<file path="src/uprs_pkg.sv">
`timescale 1ns / 1ps
`default_nettype none

package uprs_pkg;

  // Opcodes of an input beat
  localparam logic OP_TICK  = 1'b0;
  localparam logic OP_START = 1'b1;

  // Configuration register indexes
  localparam logic [1:0] CFG_HOLD_TICKS = 2'd0;
  localparam logic [1:0] CFG_POLL_TICKS = 2'd1;
  localparam logic [1:0] CFG_MAX_POLLS  = 2'd2;

  // Reset values of the configuration registers
  localparam logic [9:0] HOLD_TICKS_RST = 10'd50;
  localparam logic [9:0] POLL_TICKS_RST = 10'd10;
  localparam logic [3:0] MAX_POLLS_RST  = 4'd10;

  // Port status and control bits
  localparam logic [31:0] ST_CONNECT        = 32'h0000_0001;
  localparam logic [31:0] ST_CONN_CHANGE    = 32'h0000_0002;
  localparam logic [31:0] ST_ENABLED        = 32'h0000_0004;
  localparam logic [31:0] ST_EN_CHANGE      = 32'h0000_0008;
  localparam logic [31:0] ST_OVERCUR_CHANGE = 32'h0000_0020;
  localparam logic [31:0] ST_RESET_BIT      = 32'h0000_0100;
  localparam logic [31:0] ST_CHANGE_MASK = ST_CONN_CHANGE | ST_EN_CHANGE | ST_OVERCUR_CHANGE;

  typedef enum logic [2:0] {
    PH_IDLE = 3'b001,
    PH_HOLD = 3'b010,
    PH_POLL = 3'b100
  } phase_t;

  typedef struct packed {
    logic        opcode;
    logic [3:0]  port_select;
    logic [31:0] port_status;
  } in_item_t;

  typedef struct packed {
    logic        write_valid;
    logic [3:0]  write_port;
    logic [31:0] write_data;
    logic        done_res;
    logic [31:0] final_status;
    logic        busy_res;
  } out_item_t;

  typedef struct packed {
    logic [9:0] hold_ticks;
    logic [9:0] poll_ticks;
    logic [3:0] max_polls;
  } cfg_t;

  typedef struct packed {
    phase_t     phase;
    logic [9:0] tick_timer;
    logic [3:0] poll_count;
    logic [3:0] active_port;
  } seq_state_t;

  // A zero interval counts as one tick
  function automatic logic [9:0] interval(input logic [9:0] v);
    return (v == 10'd0) ? 10'd1 : v;
  endfunction

endpackage

`default_nettype wire

</file>
<file path="src/uprs_step.sv">
`timescale 1ns / 1ps
`default_nettype none

module uprs_step (
  input  uprs_pkg::seq_state_t cur,
  input  uprs_pkg::cfg_t       cfg,
  input  uprs_pkg::in_item_t   item,
  output uprs_pkg::seq_state_t nxt,
  output uprs_pkg::out_item_t  result
);
  import uprs_pkg::*;

  logic        wv;
  logic        done;
  logic [31:0] wdata;
  logic [3:0]  limit;
  logic [3:0]  count_inc;
  logic        poll_stop;
  logic        poll_write;

  assign limit     = (cfg.max_polls == 4'd0) ? 4'd1 : cfg.max_polls;
  assign count_inc = cur.poll_count + 4'd1;

  // Decide the outcome of one poll from the sampled status
  always_comb begin
    poll_stop  = 1'b0;
    poll_write = 1'b0;
    priority if ((item.port_status & ST_CONNECT) == 32'd0) begin
      poll_stop = 1'b1;
    end else if ((item.port_status & (ST_EN_CHANGE | ST_CONN_CHANGE)) != 32'd0) begin
      poll_write = 1'b1;
    end else if ((item.port_status & ST_ENABLED) != 32'd0) begin
      poll_stop = 1'b1;
    end else begin
      // connected and quiet: keep polling
      poll_stop = 1'b0;
    end
    if (count_inc >= limit) begin
      poll_stop = 1'b1;
    end
  end

  // Advance the sequence by one beat
  always_comb begin
    nxt   = cur;
    wv    = 1'b0;
    done  = 1'b0;
    wdata = 32'd0;
    if (item.opcode == OP_START) begin
      nxt.active_port = item.port_select;
      nxt.phase       = PH_HOLD;
      nxt.tick_timer  = interval(cfg.hold_ticks);
      nxt.poll_count  = 4'd0;
      wv              = 1'b1;
      wdata           = (item.port_status | ST_RESET_BIT) & ~ST_CHANGE_MASK;
    end else begin
      unique case (cur.phase)
        PH_HOLD: begin
          if (cur.tick_timer <= 10'd1) begin
            wv             = 1'b1;
            wdata          = item.port_status & ~(ST_CHANGE_MASK | ST_RESET_BIT);
            nxt.phase      = PH_POLL;
            nxt.tick_timer = interval(cfg.poll_ticks);
            nxt.poll_count = 4'd0;
          end else begin
            nxt.tick_timer = cur.tick_timer - 10'd1;
          end
        end
        PH_POLL: begin
          if (cur.tick_timer <= 10'd1) begin
            nxt.poll_count = count_inc;
            wv             = poll_write;
            wdata          = poll_write ?
                             ((item.port_status & ~ST_CHANGE_MASK) |
                              ST_EN_CHANGE | ST_CONN_CHANGE) : 32'd0;
            done           = poll_stop;
            if (poll_stop) begin
              nxt.phase      = PH_IDLE;
              nxt.tick_timer = 10'd0;
            end else begin
              nxt.tick_timer = interval(cfg.poll_ticks);
            end
          end else begin
            nxt.tick_timer = cur.tick_timer - 10'd1;
          end
        end
        default: begin
          nxt.phase = PH_IDLE;
        end
      endcase
    end
  end

  // Zero the fields that carry no meaning on this beat
  always_comb begin
    result.write_valid  = wv;
    result.write_port   = wv ? nxt.active_port : 4'd0;
    result.write_data   = wdata;
    result.done_res     = done;
    result.final_status = done ? item.port_status : 32'd0;
    result.busy_res     = (nxt.phase == PH_HOLD) || (nxt.phase == PH_POLL);
  end

endmodule

`default_nettype wire

</file>
<file path="src/usb_port_reset_sequencer_unit.sv">
`timescale 1ns / 1ps
`default_nettype none
// Root port reset sequencer.
// Input channel (in_valid/in_ready/in_data): each beat is either a start,
// which latches port_select and issues the reset-set write, or a timer tick,
// which counts down the hold time, issues the reset-release write and then
// polls the sampled port_status once per poll interval.
// Output channel (out_valid/out_ready/out_data): exactly one result beat per
// input beat, carrying the optional port register write, done with the final
// status, and the busy flag.
// The result of an accepted beat is registered and shown in the next cycle.
// Throughput is one beat per cycle unless the receiver stalls; the single pass
// of next-state logic sits between the state registers and the output register.
// When the receiver stalls, the output register holds its beat and in_ready
// drops only while that beat is still waiting, so the input is taken again
// in the same cycle the output drains.
// Reset puts the sequencer idle, empties the output register and loads the
// default hold time, poll interval and poll limit. Configuration writes through
// cfg_we/cfg_index/cfg_data take effect at once; index 3 is ignored.

module usb_port_reset_sequencer_unit (
  input  wire                 clk,
  input  wire                 rst,
  input  wire                 in_valid,
  output logic                in_ready,
  input  uprs_pkg::in_item_t  in_data,
  output logic                out_valid,
  input  wire                 out_ready,
  output uprs_pkg::out_item_t out_data,
  input  wire                 cfg_we,
  input  wire  [1:0]          cfg_index,
  input  wire  [9:0]          cfg_data
);
  import uprs_pkg::*;

  cfg_t       cfg;
  seq_state_t state;
  seq_state_t state_next;
  out_item_t  result;
  logic       in_fire;

  assign in_ready = !out_valid || out_ready;
  assign in_fire  = in_valid && in_ready;

  // Write configuration registers
  always_ff @(posedge clk) begin
    if (rst) begin
      cfg.hold_ticks <= HOLD_TICKS_RST;
      cfg.poll_ticks <= POLL_TICKS_RST;
      cfg.max_polls  <= MAX_POLLS_RST;
    end else if (cfg_we) begin
      unique case (cfg_index)
        CFG_HOLD_TICKS: cfg.hold_ticks <= cfg_data;
        CFG_POLL_TICKS: cfg.poll_ticks <= cfg_data;
        CFG_MAX_POLLS:  cfg.max_polls  <= cfg_data[3:0];
        default: begin
        end
      endcase
    end
  end

  uprs_step u_step (
    .cur    (state),
    .cfg    (cfg),
    .item   (in_data),
    .nxt    (state_next),
    .result (result)
  );

  // Advance the sequence on each accepted beat
  always_ff @(posedge clk) begin
    if (rst) begin
      state.phase       <= PH_IDLE;
      state.tick_timer  <= 10'd0;
      state.poll_count  <= 4'd0;
      state.active_port <= 4'd0;
    end else if (in_fire) begin
      state <= state_next;
    end
  end

  // Hold the result beat until the receiver takes it
  always_ff @(posedge clk) begin
    if (rst) begin
      out_valid <= 1'b0;
    end else if (in_fire) begin
      out_valid <= 1'b1;
    end else if (out_ready) begin
      out_valid <= 1'b0;
    end
  end

  always_ff @(posedge clk) begin
    if (in_fire) begin
      out_data <= result;
    end
  end

endmodule

`default_nettype wire

</file>
<file path="config.mk">
export PLATFORM = sky130hd
export DESIGN_NAME = usb_port_reset_sequencer_unit
export DESIGN_NICKNAME = d
export VERILOG_FILES = /design/src/uprs_pkg.sv /design/src/uprs_step.sv /design/src/usb_port_reset_sequencer_unit.sv
export SDC_FILE = /design/constraint.sdc
export NUM_CORES = 1
export LEC_CHECK = 0
export BUFFER_PORTS_ARGS = -buffer_cell sky130_fd_sc_hd__buf_2
export CORE_UTILIZATION = 40
export DETAILED_ROUTE_END_ITERATION = 8
export GPL_TIMING_DRIVEN = 0
export PLACE_DENSITY_LB_ADDON = 0.08
export RECOVER_POWER = 50
export SLEW_MARGIN = 25
export SYNTH_ARGS = -nofsm -noshare
export SYNTH_HDL_FRONTEND = slang
export SYNTH_SLANG_ARGS = --single-unit
</file>
<file path="constraint.sdc">
create_clock -name clk -period 5.6 [get_ports clk]
set_input_delay 0.28 -clock clk [delete_from_list [all_inputs] [get_ports clk]]
set_output_delay 0.28 -clock clk [all_outputs]
set_load 0.05 [all_outputs]
</file>
# Word level (Yosys, flattened, before mapping)
# Cells that the tools add are included.
[word_totals] input_bits=54 out_inout_bits=73 reg_bits=117 elab_cells=79
[op_classes] reduce_logical=17 add_sub_neg=2 n_mux=35 n_lt_le_gt_ge=2 n_eq_ne=8
[ops] op="$mux W32" count=4
[ops] op="$pmux W32 S2" count=1
[ops] op="$mux W10" count=5
[ops] op="$logic_not A32 Y1" count=1
[ops] op="$reduce_bool A32 Y1" count=1
[ops] op="$pmux W14 S2" count=1
[ops] op="$logic_not A10 Y1" count=2
[ops] op="$mux W17" count=1
[ops] op="$mux W4" count=4
[ops] op="$mux W1" count=14
[ops] op="$le A10 B1 Y1 const B" count=1
[ops] op="$sub A10 B1 Y10 const B" count=1
[ops] op="$mux W3" count=3
[ops] op="$reduce_and A2 Y1" count=4
[ops] op="$eq A3 B2 Y1 const B" count=2
[ops] op="$eq A3 B3 Y1 const B" count=2
[ops] op="$ne A3 B2 Y1 const B" count=2
[ops] op="$pmux W3 S2" count=1
[ops] op="$add A4 B1 Y4 const B" count=1
[ops] op="$ge A4 B4 Y1" count=1
[ops] op="$logic_not A4 Y1" count=1
[ops] op="$reduce_and A4 Y1" count=1
[ops] op="$reduce_bool A3 Y1" count=1
[ops] op="$eq A2 B1 Y1 const B" count=1
[ops] op="7 further kinds" count=8

# Depth between registers and ports, before layout
[logic_depth] ltp_word=10 mapped_depth=10

# Hierarchy
# From an unflattened synthesis, not the netlist that was laid out.
[unflattened] cells_unflattened=513 area_unflattened_um2=5475.3
[by_module_without_submodules] mod="usb_port_reset_sequencer_unit" cells_per_inst=276 area_per_inst_um2=3958.8 n_inst=1
[by_module_without_submodules] mod="uprs_step" cells_per_inst=237 area_per_inst_um2=1516.5 n_inst=1

# Least setup slack after synthesis
# OpenSTA, ideal clock, no wires.
[synth_path] path_kind="reg2reg" from="register out_valid" to="register state[8] in the netlist's numbering" stages_incl_launch_ff=6 t_required_ns=5.326 arrival_time_ns=3.776 setup_slack_ns=1.550 period_less_slack_ns=4.050 n_path_buf=1 path_cell_list="dfxtp_1 > nand2b_1 > nand2_1 > inv_1 > clkbuf_1 > a41oi_1"
[synth_between] elab_chain_len=4
[synth_lines] item="from (decl)" line_no="usb_port_reset_sequencer_unit.sv:27" source="output logic out_valid,"
[synth_lines] item="from (signal assigned)" line_no="usb_port_reset_sequencer_unit.sv:85" source="out_valid <= 1'b0;"
[synth_lines] item="from (signal assigned)" line_no="usb_port_reset_sequencer_unit.sv:87" source="out_valid <= 1'b1;"
[synth_lines] item="from (signal assigned)" line_no="usb_port_reset_sequencer_unit.sv:89" source="out_valid <= 1'b0;"
[synth_lines] item="$logic_not A1 Y1" line_no="usb_port_reset_sequencer_unit.sv:42" source="assign in_ready = !out_valid || out_ready;"
[synth_lines] item="$logic_or A1 B1 Y1" line_no="usb_port_reset_sequencer_unit.sv:42"
[synth_lines] item="via in_ready" line_no="usb_port_reset_sequencer_unit.sv:25" source="output logic in_ready,"
[synth_lines] item="$logic_and A1 B1 Y1" line_no="usb_port_reset_sequencer_unit.sv:43" source="assign in_fire = in_valid && in_ready;"
[synth_lines] item="via in_fire" line_no="usb_port_reset_sequencer_unit.sv:40" source="logic in_fire;"
[synth_lines] item="$reduce_and A2 Y1 (no line)"
[synth_lines] item="to (signal assigned)" line_no="usb_port_reset_sequencer_unit.sv:78" source="state <= state_next;"
[synth_lines] item="to (decl)" line_no="usb_port_reset_sequencer_unit.sv:37" source="seq_state_t state;"
# The timed path passes the listed nets, and every way through them passes these cells.
# A chain may end at the register's enable or synchronous reset.

# Worst setup path in the final report
[layout_path] from="register out_valid" to="register out_data[40] in the netlist's numbering (enable)"
[layout_between] elab_chain_len=3
[layout_lines] item="$logic_not A1 Y1" line_no="usb_port_reset_sequencer_unit.sv:42"
[layout_lines] item="$logic_or A1 B1 Y1" line_no="usb_port_reset_sequencer_unit.sv:42"
[layout_lines] item="$logic_and A1 B1 Y1" line_no="usb_port_reset_sequencer_unit.sv:43"
[layout_lines] item="via in_fire" line_no="usb_port_reset_sequencer_unit.sv:40"
[layout_lines] item="to (signal assigned)" line_no="usb_port_reset_sequencer_unit.sv:95" source="out_data <= result;"
[layout_lines] item="to (decl)" line_no="usb_port_reset_sequencer_unit.sv:29" source="output uprs_pkg::out_item_t out_data,"
# The timed path passes the listed nets, and every way through them passes these cells.

==> out/qor.yml <==
run_status: "finished, violations left"
violations: "capacitance limit, slew limit"
drt_iter0_markers: 246
synth-seq-cells: 115
stdcell_count: 774
cpPeakStageDelay_ns: 1.53
clkTransAtPathRegs_ns: 0.05
dp.final_hpwl_um: 8520
overflow: 0
grt_pass1_vias: 3725
finClkSkew_ns: 0.00722
timing.final.crit_period_ns: 3.20
io-pin-count: 127
cts_buffers: 17
worstPathCellList: "nand2b_1 > nand2_1 > inv_1 > clkbuf_1 > buf_12"
via_count: 3909
htreeDepth: 4
slew_viol_final: 39
ys_top_cells_by_count: "edfxtp_1 (69), dfxtp_1 (46), nand2_1 (44)"
ys.flop_type: "edfxtp_1"
grt_first_pass_wirelength_um: 19000
synth.most_common_cell: "edfxtp_1"
cts_resized: 0
path_class: "flip-flop to flip-flop"
cts_post_setup_buffers_inserted: 0
drive_gt1_frac: 0.162
clockBufferDepth: 2
core_sq_um: 12100
synth_area_sq_um: 5000
cts-hold-fix-buffers: 0
syn_inst: 450
p_leak_nw: 2.48
max_freq_mhz: 312
die_h_um: 114
crit_fanout: 40
worst_pin_slew_ns: 2.10
cts_tree: "done"
cts.sinks: 115
synth_area_per_cell_sq_um: 11.1
numPortBuffers: 123
cp-start-kind: "flip-flop"
hold_viol_final: 0
crit_required_ns: 5.69
cts_root_buf: "clkbuf_16"
power_per_cell_area_nw_per_um2: 364
grt_use_total: 0.193
grt_max_degree: 41
synth_cell_type_count: 54
yosys_warnings: 0
ant_nets: 0
placedCellCount: 742
period_share: 0.572
clock_latency_ns: 0.41
cp.arrival_ns: 3.30
vdd_drop_max_uv: 187
die_area_sq_um: 13000
syn_to_final_growth_pct: 26.3
route.detailed.drc: 0
maxCapViolCount: 1
synthArstFlopShare: 0
hold_path_class: "input port to flip-flop"
fp.dieW_um: 114
synth_top_area_cell: "edfxtp_1"
crit_path_top_delay_cell: "clkbuf_1"
firstDrtPassIters: 5
viasPerCell: 5.05
place.gp.congestion: 0.846
critPathCaptureType: "flip-flop"
initial_core_util: 0.413
slew_headroom: -0.403
num_rows: 40
ys_seq_area_frac: 0.599
wl_per_cell_um: 15.9
nNetsFinal: 654
synth.top_cell.area_share: 0.414
synthesis.nets: 511
synth-edff-count: 69
holdWs_ns: 0.106
rsz0062_at_grt: "false"
synthTopCellsByArea: "edfxtp_1 (41%), dfxtp_1 (18%), and2_1 (4.1%), nor2b_1 (3.5%), nand2_1 (3.3%)"
tns_ns: 0
wirelength_um: 12300
diodes: 0
antenna_found_initial: 0
setup_viol: 0
==> critical path, delay by kind of cell, from the launching register on <==
family / cells / cell delay, ns
buf+inv: 3 / 2.12
flops: 1 / 0.31
simple gates: 2 / 0.42
==> stage by stage <==
stage	total power, mW	instance area (sq um)	utilization	worst slack, ns
after floorplan	1.21	5000	-	1.55
after global placement	1.30	5830	0.481	1.02
after detailed placement	1.30	5850	0.483	2.61
after CTS	2.32	6410	0.529	2.61
after global routing	2.39	6320	0.521	2.18
final	2.30	6320	0.521	2.40
==> flip-flops by register name (all words and copies together) (netlist names) <==
register   count
cfg           24
out_valid      1
out_data      69
state         21
==> cell families after synthesis <==
family,count (synthesis),synth area share
AND/OR/NAND/NOR,183,0.200
flip-flops,115,0.599
AO/OA/AOI/OAI,91,0.117
buffers and inverters,35,0.0310
multiplexers,14,0.0283
adder cells (fa/ha/maj),7,0.0175
XOR/XNOR,4,0.00701
other,1,0.000750
==> placed cells by master, fill, tap and decap left out, types with 4 or more instances in the layout <==
cell	n
clkbuf_1	89
edfxtp_1	69
buf_2	55
dfxtp_1	46
nand2_1	44
and2_1	33
nor2b_1	28
nor2_1	27
o21ai_0	25
a21oi_1	23
clkbuf_16	17
nand3_1	15
mux2i_1	13
inv_1	12
nand2b_1	8
ha_1	7
o2111ai_1	6
o221ai_1	5
a31oi_1	5
nor3_1	4
a22o_1	4
clkinv_1	4
==> per-layer routing <==
layer  GRT usage  share of wire
met5           0              0
met4      0.0823          0.016
met3      0.0452          0.050
met2       0.310           0.46
met1       0.250           0.47
==> where the power goes <==
part	switching [mW]	internal, mW	total, mW	leakage [nW]
logic	0.224	0.0881	0.312	1.13
clock network	0.352	0.669	1.02	0.272
registers	0.0227	0.943	0.966	1.07
==> cell type report <==
| cell class | instances | area, sq um |
|---|---|---|
| Tap cell | 168 | 210 |
| Multi-Input combinational cell | 300 | 1860 |
| Clock inverter | 8 | 85.1 |
| Timing Repair Buffer | 124 | 544 |
| Fill cell | 1172 | 5800 |
| Inverter | 12 | 45.0 |
| Sequential cell | 115 | 2990 |
| Clock buffer | 24 | 472 |
| Buffer | 23 | 110 |
==> path summary, 6_finish.rpt <==
kind / startpoint / end / slack (ns) / cells past startpoint
min reg2reg: state[0] / state[0] / 0.45 / 2
min: cfg_data[4] / cfg[18] / 0.11 / 3
max: out_valid / out_data[40] / 2.40 / 5
max reg2reg: out_valid / out_data[40] / 2.40 / 5
No activity file was read; power rests on OpenSTA's default activity.
